[src/rtl/rgbseq_pkg.sv]
`default_nettype none

package rgbseq_pkg;

	localparam int LEVEL_W = 11;
	localparam int STEP_W  = 8;
	localparam int WAIT_W  = 7;
	localparam int BRIGHT_W = 10;
	localparam int LVL_W   = 7;
	localparam int INDEX_W = 2;

	localparam logic [LEVEL_W-1:0] FULL_LEVEL = 11'd1024;

	localparam logic [1:0] MODE_SOLID  = 2'd0;
	localparam logic [1:0] MODE_BREATHE = 2'd1;
	localparam logic [1:0] MODE_FLASH  = 2'd2;
	localparam logic [1:0] MODE_BLINK  = 2'd3;

	localparam logic [INDEX_W-1:0] REG_MODE  = 2'd0;
	localparam logic [INDEX_W-1:0] REG_RED   = 2'd1;
	localparam logic [INDEX_W-1:0] REG_GREEN = 2'd2;
	localparam logic [INDEX_W-1:0] REG_BLUE  = 2'd3;

	localparam logic [WAIT_W-1:0] WAIT_BREATHE    = 7'd2;
	localparam logic [WAIT_W-1:0] WAIT_FLASH      = 7'd5;
	localparam logic [WAIT_W-1:0] WAIT_FLASH_LONG = 7'd85;
	localparam logic [WAIT_W-1:0] WAIT_HOLD       = 7'd10;

	localparam logic [1:0] SEL_RED   = 2'd0;
	localparam logic [1:0] SEL_GREEN = 2'd1;
	localparam logic [1:0] SEL_BLUE  = 2'd2;

	typedef struct packed {
		logic       start;
		logic       dec_wait;
		logic       simple_step;
		logic       square;
		logic       mul_en;
		logic [1:0] mul_sel;
		logic       breathe_done;
		logic       load_out;
	} cmd_t;

	typedef struct packed {
		logic wait_zero;
		logic breathe;
	} sts_t;

endpackage

`default_nettype wire

[src/rtl/rgbseq_ifs.sv]
`default_nettype none

interface rgbseq_in_if;
	logic valid;
	logic ready;
	logic tick;

	modport source (output valid, output tick, input ready);
	modport sink (input valid, input tick, output ready);
endinterface

interface rgbseq_out_if;
	logic                          valid;
	logic                          ready;
	logic [rgbseq_pkg::LEVEL_W-1:0] red_duty;
	logic [rgbseq_pkg::LEVEL_W-1:0] green_duty;
	logic [rgbseq_pkg::LEVEL_W-1:0] blue_duty;
	logic                          updated;

	modport source (output valid, output red_duty, output green_duty, output blue_duty,
		output updated, input ready);
	modport sink (input valid, input red_duty, input green_duty, input blue_duty,
		input updated, output ready);
endinterface

`default_nettype wire

[src/rtl/rgb_led_pattern_sequencer_unit.sv]
// channel   direction  payload                                      transaction
// in_ch     sink       tick                                         valid && ready
// out_ch    source     red_duty, green_duty, blue_duty, updated     valid && ready
// cfg       write      cfg_we, cfg_index, cfg_wdata                 cfg_we high
//
// a breathe step loads the result register after the states square, multiply
// red, green, blue and done (one shared multiplier, one colour at a time); every
// other transaction goes straight to done; one transaction at a time, the next
// accepted the cycle after the load; the output register lets the next one be
// accepted while a result still waits downstream
// arst_n clears counters and held duties, sets breathe mode and full red
`default_nettype none

module rgb_led_pattern_sequencer_unit (
	input  wire logic                           clk,
	input  wire logic                           arst_n,
	rgbseq_in_if.sink                           in_ch,
	rgbseq_out_if.source                        out_ch,
	input  wire logic                           cfg_we,
	input  wire logic [rgbseq_pkg::INDEX_W-1:0] cfg_index,
	input  wire logic [rgbseq_pkg::LEVEL_W-1:0] cfg_wdata
);

	rgbseq_pkg::cmd_t cmd;
	rgbseq_pkg::sts_t sts;

	rgbseq_ctrl u_ctrl (
		.clk       (clk),
		.arst_n    (arst_n),
		.in_valid  (in_ch.valid),
		.in_tick   (in_ch.tick),
		.in_ready  (in_ch.ready),
		.out_ready (out_ch.ready),
		.out_valid (out_ch.valid),
		.sts       (sts),
		.cmd       (cmd)
	);

	rgbseq_dp u_dp (
		.clk        (clk),
		.arst_n     (arst_n),
		.cfg_we     (cfg_we),
		.cfg_index  (cfg_index),
		.cfg_wdata  (cfg_wdata),
		.cmd        (cmd),
		.sts        (sts),
		.red_duty   (out_ch.red_duty),
		.green_duty (out_ch.green_duty),
		.blue_duty  (out_ch.blue_duty),
		.updated    (out_ch.updated)
	);

endmodule

`default_nettype wire

[src/rtl/rgbseq_ctrl.sv]
`default_nettype none

module rgbseq_ctrl (
	input  wire logic               clk,
	input  wire logic               arst_n,
	input  wire logic               in_valid,
	input  wire logic               in_tick,
	output logic                    in_ready,
	input  wire logic               out_ready,
	output logic                    out_valid,
	input  wire rgbseq_pkg::sts_t   sts,
	output rgbseq_pkg::cmd_t        cmd
);

	localparam logic [2:0] S_IDLE   = 3'd0;
	localparam logic [2:0] S_SQUARE = 3'd1;
	localparam logic [2:0] S_MUL_R  = 3'd2;
	localparam logic [2:0] S_MUL_G  = 3'd3;
	localparam logic [2:0] S_MUL_B  = 3'd4;
	localparam logic [2:0] S_DONE   = 3'd5;

	logic [2:0] state_q;
	logic [2:0] state_nxt;
	logic       out_valid_q;

	always_comb begin
		cmd       = '0;
		state_nxt = state_q;
		in_ready  = 1'b0;
		case (state_q)
			S_IDLE: begin
				in_ready = 1'b1;
				if (in_valid) begin
					cmd.start = 1'b1;
					state_nxt = S_DONE;
					if (in_tick) begin
						if (sts.wait_zero) begin
							if (sts.breathe) begin
								state_nxt = S_SQUARE;
							end else begin
								cmd.simple_step = 1'b1;
							end
						end else begin
							cmd.dec_wait = 1'b1;
						end
					end
				end
			end
			S_SQUARE: begin
				cmd.square = 1'b1;
				state_nxt  = S_MUL_R;
			end
			S_MUL_R: begin
				cmd.mul_en  = 1'b1;
				cmd.mul_sel = rgbseq_pkg::SEL_RED;
				state_nxt   = S_MUL_G;
			end
			S_MUL_G: begin
				cmd.mul_en  = 1'b1;
				cmd.mul_sel = rgbseq_pkg::SEL_GREEN;
				state_nxt   = S_MUL_B;
			end
			S_MUL_B: begin
				cmd.mul_en       = 1'b1;
				cmd.mul_sel      = rgbseq_pkg::SEL_BLUE;
				cmd.breathe_done = 1'b1;
				state_nxt        = S_DONE;
			end
			S_DONE: begin
				if (!out_valid_q || out_ready) begin
					cmd.load_out = 1'b1;
					state_nxt    = S_IDLE;
				end
			end
			default: begin
				state_nxt = S_IDLE;
			end
		endcase
	end

	always_ff @(posedge clk or negedge arst_n) begin
		if (!arst_n) begin
			state_q     <= S_IDLE;
			out_valid_q <= 1'b0;
		end else begin
			state_q <= state_nxt;
			if (cmd.load_out) begin
				out_valid_q <= 1'b1;
			end else if (out_ready) begin
				out_valid_q <= 1'b0;
			end
		end
	end

	assign out_valid = out_valid_q;

endmodule

`default_nettype wire

[src/rtl/rgbseq_dp.sv]
`default_nettype none

module rgbseq_dp (
	input  wire logic                               clk,
	input  wire logic                               arst_n,
	input  wire logic                               cfg_we,
	input  wire logic [rgbseq_pkg::INDEX_W-1:0]     cfg_index,
	input  wire logic [rgbseq_pkg::LEVEL_W-1:0]     cfg_wdata,
	input  wire rgbseq_pkg::cmd_t                   cmd,
	output rgbseq_pkg::sts_t                        sts,
	output logic [rgbseq_pkg::LEVEL_W-1:0]          red_duty,
	output logic [rgbseq_pkg::LEVEL_W-1:0]          green_duty,
	output logic [rgbseq_pkg::LEVEL_W-1:0]          blue_duty,
	output logic                                    updated
);

	logic [1:0]                          mode_q;
	logic [rgbseq_pkg::LEVEL_W-1:0]      red_lvl_q;
	logic [rgbseq_pkg::LEVEL_W-1:0]      grn_lvl_q;
	logic [rgbseq_pkg::LEVEL_W-1:0]      blu_lvl_q;
	logic [rgbseq_pkg::STEP_W-1:0]       step_q;
	logic [rgbseq_pkg::WAIT_W-1:0]       wait_q;
	logic [rgbseq_pkg::LEVEL_W-1:0]      held_red_q;
	logic [rgbseq_pkg::LEVEL_W-1:0]      held_grn_q;
	logic [rgbseq_pkg::LEVEL_W-1:0]      held_blu_q;
	logic [rgbseq_pkg::BRIGHT_W-1:0]     bright_q;
	logic                                upd_q;
	logic [rgbseq_pkg::LEVEL_W-1:0]      red_duty_q;
	logic [rgbseq_pkg::LEVEL_W-1:0]      grn_duty_q;
	logic [rgbseq_pkg::LEVEL_W-1:0]      blu_duty_q;
	logic                                updated_q;

	logic [rgbseq_pkg::LEVEL_W-1:0]      sat_data;
	logic [rgbseq_pkg::LVL_W-1:0]        tri_lvl;
	logic [2*rgbseq_pkg::LVL_W-1:0]      square;
	logic [rgbseq_pkg::LEVEL_W-1:0]      mul_lvl;
	logic [rgbseq_pkg::BRIGHT_W+rgbseq_pkg::LEVEL_W-1:0] product;
	logic [rgbseq_pkg::LEVEL_W-1:0]      scaled;
	logic                                show_on;
	logic [rgbseq_pkg::WAIT_W-1:0]       simple_wait;
	logic [rgbseq_pkg::STEP_W-1:0]       simple_step_nxt;

	assign sat_data = (cfg_wdata > rgbseq_pkg::FULL_LEVEL) ? rgbseq_pkg::FULL_LEVEL : cfg_wdata;

	// triangle: 255 - s for the upper half is the inverse of the low seven bits
	assign tri_lvl = step_q[7] ? ~step_q[6:0] : step_q[6:0];
	assign square  = tri_lvl * tri_lvl;

	always_comb begin
		case (cmd.mul_sel)
			rgbseq_pkg::SEL_RED:   mul_lvl = red_lvl_q;
			rgbseq_pkg::SEL_GREEN: mul_lvl = grn_lvl_q;
			rgbseq_pkg::SEL_BLUE:  mul_lvl = blu_lvl_q;
			default:               mul_lvl = '0;
		endcase
	end

	assign product = bright_q * mul_lvl;
	assign scaled  = product[rgbseq_pkg::BRIGHT_W+rgbseq_pkg::LEVEL_W-1:rgbseq_pkg::BRIGHT_W];

	always_comb begin
		show_on         = 1'b1;
		simple_wait     = rgbseq_pkg::WAIT_HOLD;
		simple_step_nxt = step_q;
		case (mode_q)
			rgbseq_pkg::MODE_FLASH: begin
				show_on         = (step_q == 8'd0) || (step_q == 8'd2);
				simple_wait     = (step_q == 8'd3) ? rgbseq_pkg::WAIT_FLASH_LONG
				                                   : rgbseq_pkg::WAIT_FLASH;
				simple_step_nxt = {6'd0, step_q[1:0] + 2'd1};
			end
			rgbseq_pkg::MODE_BLINK: begin
				show_on         = (step_q == 8'd0);
				simple_step_nxt = {7'd0, ~step_q[0]};
			end
			default: begin
				show_on = 1'b1;
			end
		endcase
	end

	always_ff @(posedge clk or negedge arst_n) begin
		if (!arst_n) begin
			mode_q     <= rgbseq_pkg::MODE_BREATHE;
			red_lvl_q  <= rgbseq_pkg::FULL_LEVEL;
			grn_lvl_q  <= '0;
			blu_lvl_q  <= '0;
			step_q     <= '0;
			wait_q     <= '0;
			held_red_q <= '0;
			held_grn_q <= '0;
			held_blu_q <= '0;
			upd_q      <= 1'b0;
		end else begin
			if (cfg_we) begin
				case (cfg_index)
					rgbseq_pkg::REG_MODE: begin
						if (cfg_wdata[1:0] != mode_q) begin
							mode_q <= cfg_wdata[1:0];
							step_q <= '0;
							wait_q <= '0;
						end
					end
					rgbseq_pkg::REG_RED:   red_lvl_q <= sat_data;
					rgbseq_pkg::REG_GREEN: grn_lvl_q <= sat_data;
					rgbseq_pkg::REG_BLUE:  blu_lvl_q <= sat_data;
					default: begin
					end
				endcase
			end
			if (cmd.start) begin
				upd_q <= cmd.simple_step;
			end
			if (cmd.square) begin
				upd_q <= 1'b1;
			end
			if (cmd.dec_wait) begin
				wait_q <= wait_q - 7'd1;
			end
			if (cmd.simple_step) begin
				held_red_q <= show_on ? red_lvl_q : '0;
				held_grn_q <= show_on ? grn_lvl_q : '0;
				held_blu_q <= show_on ? blu_lvl_q : '0;
				wait_q     <= simple_wait;
				step_q     <= simple_step_nxt;
			end
			if (cmd.mul_en) begin
				case (cmd.mul_sel)
					rgbseq_pkg::SEL_RED:   held_red_q <= scaled;
					rgbseq_pkg::SEL_GREEN: held_grn_q <= scaled;
					rgbseq_pkg::SEL_BLUE:  held_blu_q <= scaled;
					default: begin
					end
				endcase
			end
			if (cmd.breathe_done) begin
				wait_q <= rgbseq_pkg::WAIT_BREATHE;
				step_q <= step_q + 8'd1;
			end
		end
	end

	// brightness = level squared over 16
	always_ff @(posedge clk) begin
		if (cmd.square) begin
			bright_q <= square[2*rgbseq_pkg::LVL_W-1:4];
		end
		if (cmd.load_out) begin
			red_duty_q <= held_red_q;
			grn_duty_q <= held_grn_q;
			blu_duty_q <= held_blu_q;
			updated_q  <= upd_q;
		end
	end

	assign sts.wait_zero = (wait_q == '0);
	assign sts.breathe   = (mode_q == rgbseq_pkg::MODE_BREATHE);

	assign red_duty   = red_duty_q;
	assign green_duty = grn_duty_q;
	assign blue_duty  = blu_duty_q;
	assign updated    = updated_q;

endmodule

`default_nettype wire
[src/flat_wrapper.sv]
// flat-port wrapper written by rule: the top's interface ports become plain ports
module rgb_led_pattern_sequencer_unit_flat 
  (clk, arst_n, cfg_we, cfg_index, cfg_wdata, in_ch_valid, in_ch_tick, in_ch_ready, out_ch_valid, out_ch_red_duty, out_ch_green_duty, out_ch_blue_duty, out_ch_updated, out_ch_ready);
  rgbseq_in_if in_ch_i ();
  rgbseq_out_if out_ch_i ();
  input  wire logic clk;
  input  wire logic arst_n;
  input  wire logic cfg_we;
  input  wire logic [rgbseq_pkg::INDEX_W-1:0] cfg_index;
  input  wire logic [rgbseq_pkg::LEVEL_W-1:0] cfg_wdata;
  input wire logic [$bits(in_ch_i.valid)-1:0] in_ch_valid;
  input wire logic [$bits(in_ch_i.tick)-1:0] in_ch_tick;
  output wire logic [$bits(in_ch_i.ready)-1:0] in_ch_ready;
  output wire logic [$bits(out_ch_i.valid)-1:0] out_ch_valid;
  output wire logic [$bits(out_ch_i.red_duty)-1:0] out_ch_red_duty;
  output wire logic [$bits(out_ch_i.green_duty)-1:0] out_ch_green_duty;
  output wire logic [$bits(out_ch_i.blue_duty)-1:0] out_ch_blue_duty;
  output wire logic [$bits(out_ch_i.updated)-1:0] out_ch_updated;
  input wire logic [$bits(out_ch_i.ready)-1:0] out_ch_ready;
  assign in_ch_i.valid = in_ch_valid;
  assign in_ch_i.tick = in_ch_tick;
  assign in_ch_ready = in_ch_i.ready;
  assign out_ch_valid = out_ch_i.valid;
  assign out_ch_red_duty = out_ch_i.red_duty;
  assign out_ch_green_duty = out_ch_i.green_duty;
  assign out_ch_blue_duty = out_ch_i.blue_duty;
  assign out_ch_updated = out_ch_i.updated;
  assign out_ch_i.ready = out_ch_ready;
  rgb_led_pattern_sequencer_unit u_core (.clk(clk), .arst_n(arst_n), .in_ch(in_ch_i), .out_ch(out_ch_i), .cfg_we(cfg_we), .cfg_index(cfg_index), .cfg_wdata(cfg_wdata));
endmodule
[config.mk]
export PLATFORM = sky130hd
export DESIGN_NAME = rgb_led_pattern_sequencer_unit_flat
export DESIGN_NICKNAME = d
export VERILOG_FILES = /design/src/rtl/rgbseq_pkg.sv /design/src/rtl/rgbseq_ifs.sv /design/src/rtl/rgb_led_pattern_sequencer_unit.sv /design/src/rtl/rgbseq_ctrl.sv /design/src/rtl/rgbseq_dp.sv /design/src/flat_wrapper.sv
export SDC_FILE = /design/constraint.sdc
export NUM_CORES = 1
export LEC_CHECK = 0
export BUFFER_PORTS_ARGS = -buffer_cell sky130_fd_sc_hd__buf_4
export CAP_MARGIN = 20
export CORE_ASPECT_RATIO = 0.75
export CORE_MARGIN = 3
export CORE_UTILIZATION = 56
export DETAILED_ROUTE_END_ITERATION = 10
export GPL_TIMING_DRIVEN = 0
export PLACE_DENSITY = 0.8
export SETUP_SLACK_MARGIN = 0.02
export SLEW_MARGIN = 15
export SYNTH_ARGS = -nofsm -noshare
export SYNTH_HDL_FRONTEND = slang
export SYNTH_SLANG_ARGS = --single-unit
[constraint.sdc]
create_clock -name clk -period 7.6 [get_ports clk]
set_clock_uncertainty 0.2 [all_clocks]
set_input_delay 0.38 -clock clk [delete_from_list [all_inputs] [get_ports clk]]
set_output_delay 0.38 -clock clk [all_outputs]
set_load 0.02 [all_outputs]
==> Word level (Yosys, flattened, before mapping) <==
Index checks and enable logic that the tools add are counted.
{ "word_totals": {"regBits": 132} }
{ "op_classes": {"add_sub_neg": 3, "multipliers": 2, "order_cmp": 1, "eq_ne": 19, "mux": 52, "bitwise_logic": 2, "reduce_logical": 23} }
{ "op_table": {"columns": ["operator", "count"], "rows": [
  ["2-to-1 mux 11 bit", 13],
  ["2-to-1 mux 7 bit", 9],
  ["2-to-1 mux 8 bit", 5],
  ["case mux 11 bit (3 select lines)", 1],
  ["multiplier 10 x 11 -> 21 bit", 1],
  ["2-to-1 mux 3 bit", 7],
  ["case mux 3 bit (6 select lines)", 1],
  ["== test 8 x 2 -> 1 bit (second input constant)", 2],
  ["case mux 8 bit (2 select lines)", 1],
  ["multiplier 7 x 7 -> 14 bit", 1],
  ["2-to-1 mux 1 bit", 12],
  ["nonzero test 4 bit", 3],
  ["greater-than comparator 11 bit (second input constant)", 1],
  ["== test 2 bit (second input constant)", 5],
  ["case mux 3 bit (3 select lines)", 1],
  ["nonzero test 3 bit", 3],
  ["adder 8 x 1 -> 8 bit (second input constant)", 1],
  ["zero test 8 bit", 1],
  ["AND reduction 2 bit", 4],
  ["zero test 7 bit", 1],
  ["inverter 7 bit", 1],
  ["subtractor 7 x 1 -> 7 bit (second input constant)", 1],
  ["== test 2 x 1 -> 1 bit (second input constant)", 3],
  ["== test 3 x 2 -> 1 bit (second input constant)", 2],
  ["other kinds (16)", 22]
]} }

==> Longest topological paths before layout <==
{ "logic_depth": {"ltp_word": 9, "ltp_mapped": 27, "ltp_nobuf": 24} }

==> By module <==
A second synthesis with hierarchy kept.
{ "hier_totals": {"hier_cells": 1077, "area_unflattened_um2": 10452.5} }
{ "modules_own_cells": {"columns": ["module", "n_inst", "cells_per_inst", "area_each_um2"], "rows": [
  ["rgbseq_dp", 1, 1045, 10151.0],
  ["rgbseq_ctrl", 1, 32, 301.5]
]} }

==> Worst setup path before layout <==
No wires, ideal clock.
{ "synth_path": {"path_kind": "register to register", "startpoint": "register u_core.u_ctrl.state_q[0]", "endpoint": "register u_core.u_dp.held_red_q[10] (netlist name)", "setup_time_ns": 0.118, "arrival_ns": 6.299, "required_time_ns": 7.282, "path_slack_ns": 0.983, "path_stages_with_launch": 25, "path_buffers": 3, "period_less_slack_ns": 6.617, "path_cell_list": "dfrtp_1 > buf_2 > buf_4 > and3b_1 > clkbuf_1 > a22o_1 > a31oi_1 > nand2b_1 > fa_1 > fa_1 > inv_1 > fa_1 > fa_1 > inv_1 > fa_1 > inv_1 > ha_1 > a21oi_1 > nand2_1 > or4_1 > a211oi_1 > o31ai_2 > a21oi_1 > xnor2_1 > a21o_1"} }
{ "synth_via": {"elab_chain_cells": 7} }
{ "synth_lines": {"columns": ["item", "line", "source"], "rows": [
  ["from (decl)", "rgbseq_ctrl.sv:22", "logic [2:0] state_q;"],
  ["from (signal assigned)", "rgbseq_ctrl.sv:86", "state_q <= state_nxt;"],
  ["== test 3 bit / == test 3 x 2 -> 1 bit (equally long branches)", "rgbseq_ctrl.sv:30", "case (state_q)"],
  ["case mux 3 bit (3 select lines)", "rgbseq_ctrl.sv:30", null],
  ["== test 2 bit (tied with other cells)", "rgbseq_dp.sv:50", "case (cmd.mul_sel)"],
  ["case mux 11 bit (3 select lines)", "rgbseq_dp.sv:50", null],
  ["multiplier 10 x 11 -> 21 bit", "rgbseq_dp.sv:58", "assign product = bright_q * mul_lvl;"],
  ["2-to-1 mux 11 bit", "rgbseq_dp.sv:128", "case (cmd.mul_sel)"],
  ["2-to-1 mux 11 bit (*)", "rgbseq_dp.sv:127", "if (cmd.mul_en) begin"],
  ["to (signal assigned)", "rgbseq_dp.sv:121", "held_red_q <= show_on ? red_lvl_q : '0;"],
  ["to (signal assigned)", "rgbseq_dp.sv:129", "rgbseq_pkg::SEL_RED: held_red_q <= scaled;"],
  ["to (decl)", "rgbseq_dp.sv:23", "logic [rgbseq_pkg::LEVEL_W-1:0] held_red_q;"]
]} }
Mark *: on every way between the ends. The rest lies on a longest branch, timed or not.
A chain may end at the register's enable or synchronous reset.

==> Final worst setup path <==
{ "layout_path": {"startpoint": "register u_core.u_ctrl.state_q[0]", "endpoint": "register u_core.u_dp.held_grn_q[3] (netlist name)"} }
{ "layout_via": {"elab_chain_cells": 7} }
{ "layout_lines": {"columns": ["item", "line", "source"], "rows": [
  ["== test 3 bit / == test 3 x 2 -> 1 bit (equally long branches)", "rgbseq_ctrl.sv:30", null],
  ["case mux 3 bit (3 select lines)", "rgbseq_ctrl.sv:30", null],
  ["== test 2 bit (tied with other cells)", "rgbseq_dp.sv:50", null],
  ["case mux 11 bit (3 select lines)", "rgbseq_dp.sv:50", null],
  ["multiplier 10 x 11 -> 21 bit", "rgbseq_dp.sv:58", null],
  ["2-to-1 mux 11 bit", "rgbseq_dp.sv:128", null],
  ["2-to-1 mux 11 bit (*)", "rgbseq_dp.sv:127", null],
  ["to (signal assigned)", "rgbseq_dp.sv:122", "held_grn_q <= show_on ? grn_lvl_q : '0;"],
  ["to (signal assigned)", "rgbseq_dp.sv:130", "rgbseq_pkg::SEL_GREEN: held_grn_q <= scaled;"],
  ["to (decl)", "rgbseq_dp.sv:24", "logic [rgbseq_pkg::LEVEL_W-1:0] held_grn_q;"]
]} }
Marked as above.

==> impl_metrics.json <==
{
  "run_status": "finished, final reports clean",
  "synth_top_area_share_pct": 20.9,
  "numPortBuffers": 54,
  "cts.root.buffer_cell": "clkbuf_16",
  "cp.arrival_ns": 7.42,
  "yosys-top-cells-area": "dfrtp_1, fa_1, edfxtp_1",
  "finalCriticalPeriod_ns": 7.36,
  "timing_hold_violations_final": 0,
  "post_drt_wl_per_cell_um": 19.0,
  "grt_overflow": 0,
  "cts.sinks": 132,
  "viasPerCell": 6.01,
  "rr_startpoint": "u_core.u_ctrl.state_q[0]",
  "num_vias": 8336,
  "drc": 0,
  "min-delay-start": "in_ch_valid",
  "syn_avg_cell_area_um2": 9.82,
  "ios": 55,
  "coreArea_um2": 17900,
  "yosys_register_bits": 132,
  "drtPass1Iterations": 9,
  "path_class": "reg -> reg",
  "clock.fmax_ghz": 0.136,
  "critPathMaxFanout": 10,
  "n_antenna_cell": 0,
  "worst_pin_slew_ns": 0.831,
  "critPathRequiredTime_ns": 7.66,
  "hp-class": "in -> reg",
  "h-tree-depth": 4,
  "rsz0062_at_grt": "no",
  "yosysUniqueCellTypes": 67,
  "area_growth_pct": 14.0,
  "rows": 42,
  "fin_area_um2": 11800,
  "die_area_um2": 20100,
  "async_reset_ff_share_pct": 66.7,
  "placed_cell_area_um2": 11100,
  "routed_wl_um": 26300,
  "reg2reg_depth": 27,
  "antenna_found_initial": 0,
  "final_util_pct": 65.8,
  "synth_ff_type": "dfrtp_1",
  "synth_cells": 1050,
  "synth_area_um2": 10300,
  "crit_path_end_kind": "flop",
  "min_period_over_period_pct": 96.9,
  "synth_seq_area_share_pct": 34.2,
  "hold_ws_ns": 0.0976,
  "drive_above_1_share_pct": 11.8,
  "path_clk_slew_ns": 0.06,
  "whs_path_depth": 4,
  "synth-edff-count": 44,
  "gp_congestion": 0.930,
  "drv_cap": 0,
  "start_util_pct": 57.7,
  "fin_nets": 1314,
  "r2r_slack_ns": 0.24,
  "syn-num-nets": 1233,
  "gr-usage-all-layers_pct": 27.3,
  "holdPathEnd": "u_core.u_dp.upd_q",
  "cts_tree": "built",
  "regToRegEndpoint": "u_core.u_dp.held_grn_q[3]",
  "yosysTopAreaCell": "dfrtp_1",
  "cts_buffers": 17,
  "dr.first_iter.drc_count": 794,
  "grt_pass1_vias": 8400,
  "setup_viol": 0,
  "grt_first_pass_wirelength_um": 42900,
  "clk_latency_ns": 0.42,
  "dpl.hpwl_um": 19500,
  "worstSetupStartpointType": "flop",
  "drv_slew": 0,
  "antenna_left": 0,
  "fin_setup_tns_ns": 0,
  "die_y_um": 124,
  "max-slew-margin-rel_pct": 44.6,
  "yosysWarnings": 0,
  "grt_max_degree": 89,
  "die_x_um": 163,
  "clk_path_buf_depth": 2,
  "fill_cells": 1378
}
==> kinds of logic after synthesis <==
group	after synthesis	share of synthesized area [%]
mux	10	1.03
compound gates	234	15.1
flops	132	34.2
fa+ha+maj	164	25.9
simple gates	326	15.7
buf+inv	159	5.91
xor+xnor	25	2.12
==> worst max path at each step <==
stage	startpoint	end	cells after the start
2_1_floorplan	u_core.u_ctrl.state_q[0]	u_core.u_dp.held_red_q[10]	24
3_3_place_gp	u_core.u_ctrl.state_q[0]	u_core.u_dp.held_red_q[2]	25
3_5_place_dp	u_core.u_ctrl.state_q[2]	u_core.u_dp.held_red_q[10]	23
4_1_cts	u_core.u_ctrl.state_q[2]	u_core.u_dp.held_red_q[2]	24
5_1_grt	u_core.u_ctrl.state_q[0]	u_core.u_dp.held_red_q[2]	27
6_report	u_core.u_ctrl.state_q[0]	u_core.u_dp.held_grn_q[3]	27
==> critical path, stage by stage (launching register included) <==
cell	delay [ns]
dfrtp_1	0.36
buf_2	0.21
buf_4	0.21
nor2_1	0.08
nand2_2	0.25
buf_2	0.34
nand3_1	0.14
nand2_2	0.25
nand2_1	0.12
fa_1	0.53
inv_1	0.06
fa_1	0.50
inv_1	0.05
fa_1	0.47
inv_1	0.05
fa_1	0.54
inv_1	0.06
fa_1	0.53
inv_1	0.04
ha_1	0.32
a21o_1	0.18
a21oi_1	0.14
o21bai_1	0.11
a2111oi_1	0.49
a21oi_2	0.18
a31oi_1	0.24
xor2_1	0.40
a21oi_1	0.15
==> synthesized netlist by cell type, drive strengths merged (3+ instances only) <==
| cell type | number |
|---|---|
| dfrtp | 86 |
| o211ai | 3 |
| nor2b | 18 |
| o21a | 8 |
| ha | 81 |
| nor2 | 45 |
| mux2 | 5 |
| and3 | 5 |
| fa | 83 |
| nor3 | 9 |
| o31ai | 3 |
| inv | 109 |
| buf | 11 |
| nand4 | 5 |
| xor2 | 10 |
| a22oi | 14 |
| a21boi | 3 |
| a211oi | 5 |
| a221oi | 21 |
| a21o | 13 |
| and2 | 52 |
| xnor2 | 15 |
| mux2i | 5 |
| a221o | 6 |
| nand3b | 5 |
| or3 | 3 |
| a31oi | 8 |
| clkbuf | 39 |
| a21oi | 53 |
| o22ai | 4 |
| nor3b | 5 |
| nand2 | 129 |
| a22o | 6 |
| edfxtp | 44 |
| o21ai | 73 |
| nand2b | 24 |
| nand3 | 17 |
==> placed cells by master, fill, tap and decap left out, types with 9 or more instances in the layout <==
cell type,instances
nor2b_1,18
buf_4,61
nand3_1,17
ha_1,81
a22oi_1,14
a221oi_1,21
edfxtp_1,44
clkbuf_1,37
xnor2_1,15
nand2b_1,24
dfrtp_1,86
inv_1,109
o21ai_0,72
nand2_1,125
a21o_1,13
and2_1,52
a21oi_1,50
xor2_1,10
clkbuf_16,17
fa_1,83
nor2_1,44
nor3_1,9
==> area by class of cell <==
cell class / instances / area [µm²] / share of cell area, %
multi-input cells: 759 / 6230 / 53.0
flip-flops and latches: 132 / 3530 / 30.0
repair buffers: 63 / 492 / 4.18
clock buffers: 19 / 443 / 3.77
inverters: 109 / 409 / 3.48
well taps: 242 / 303 / 2.58
plain buffers: 49 / 200 / 1.70
clock inverters: 13 / 149 / 1.27
==> stage by stage <==
step | std cells | setup WS (ns)
floorplan | 1050 | 0.983
global placement | 1346 | -0.226
detailed placement | 1348 | -0.212
CTS | 1380 | 0.0425
global route | 1386 | 0.00107
finish | 1386 | 0.239
==> sequential cells by signal, summed over array words and instances (netlist names) <==
signal,cells
u_core.u_dp.held_grn_q,11
u_core.u_dp.blu_lvl_q,11
u_core.u_dp.updated,1
u_core.u_dp.bright_q,10
u_core.u_dp.upd_q,1
u_core.u_dp.mode_q,2
u_core.u_ctrl.state_q,3
u_core.u_dp.red_lvl_q,11
u_core.u_ctrl.out_valid,1
u_core.u_dp.wait_q,7
u_core.u_dp.grn_lvl_q,11
u_core.u_dp.held_red_q,11
u_core.u_dp.step_q,8
u_core.u_dp.held_blu_q,11
u_core.u_dp.blue_duty,11
u_core.u_dp.green_duty,11
u_core.u_dp.red_duty,11
==> routing by layer <==
layer  up-vias  track usage, %  share of wire (%)
met5         -               0                  0
met4         0            7.24                1.8
met3        52            7.37                 10
met2       409            42.7                 46
met1      4120            38.2                 42
li1       3755               -                  -
==> timing repair <==
| action | CTS | global route |
|---|---|---|
| hold endpoints to repair | 0 | 86 |
| resized for setup | 4 | 9 |
| setup endpoints to repair | 19 | 22 |
| hold buffers | 0 | 1 |
| setup buffers | 0 | 6 |
Power is left out: the tool's default activity adds up to more than one toggle a clock period on the data nets, which glitch-free logic cannot reach.
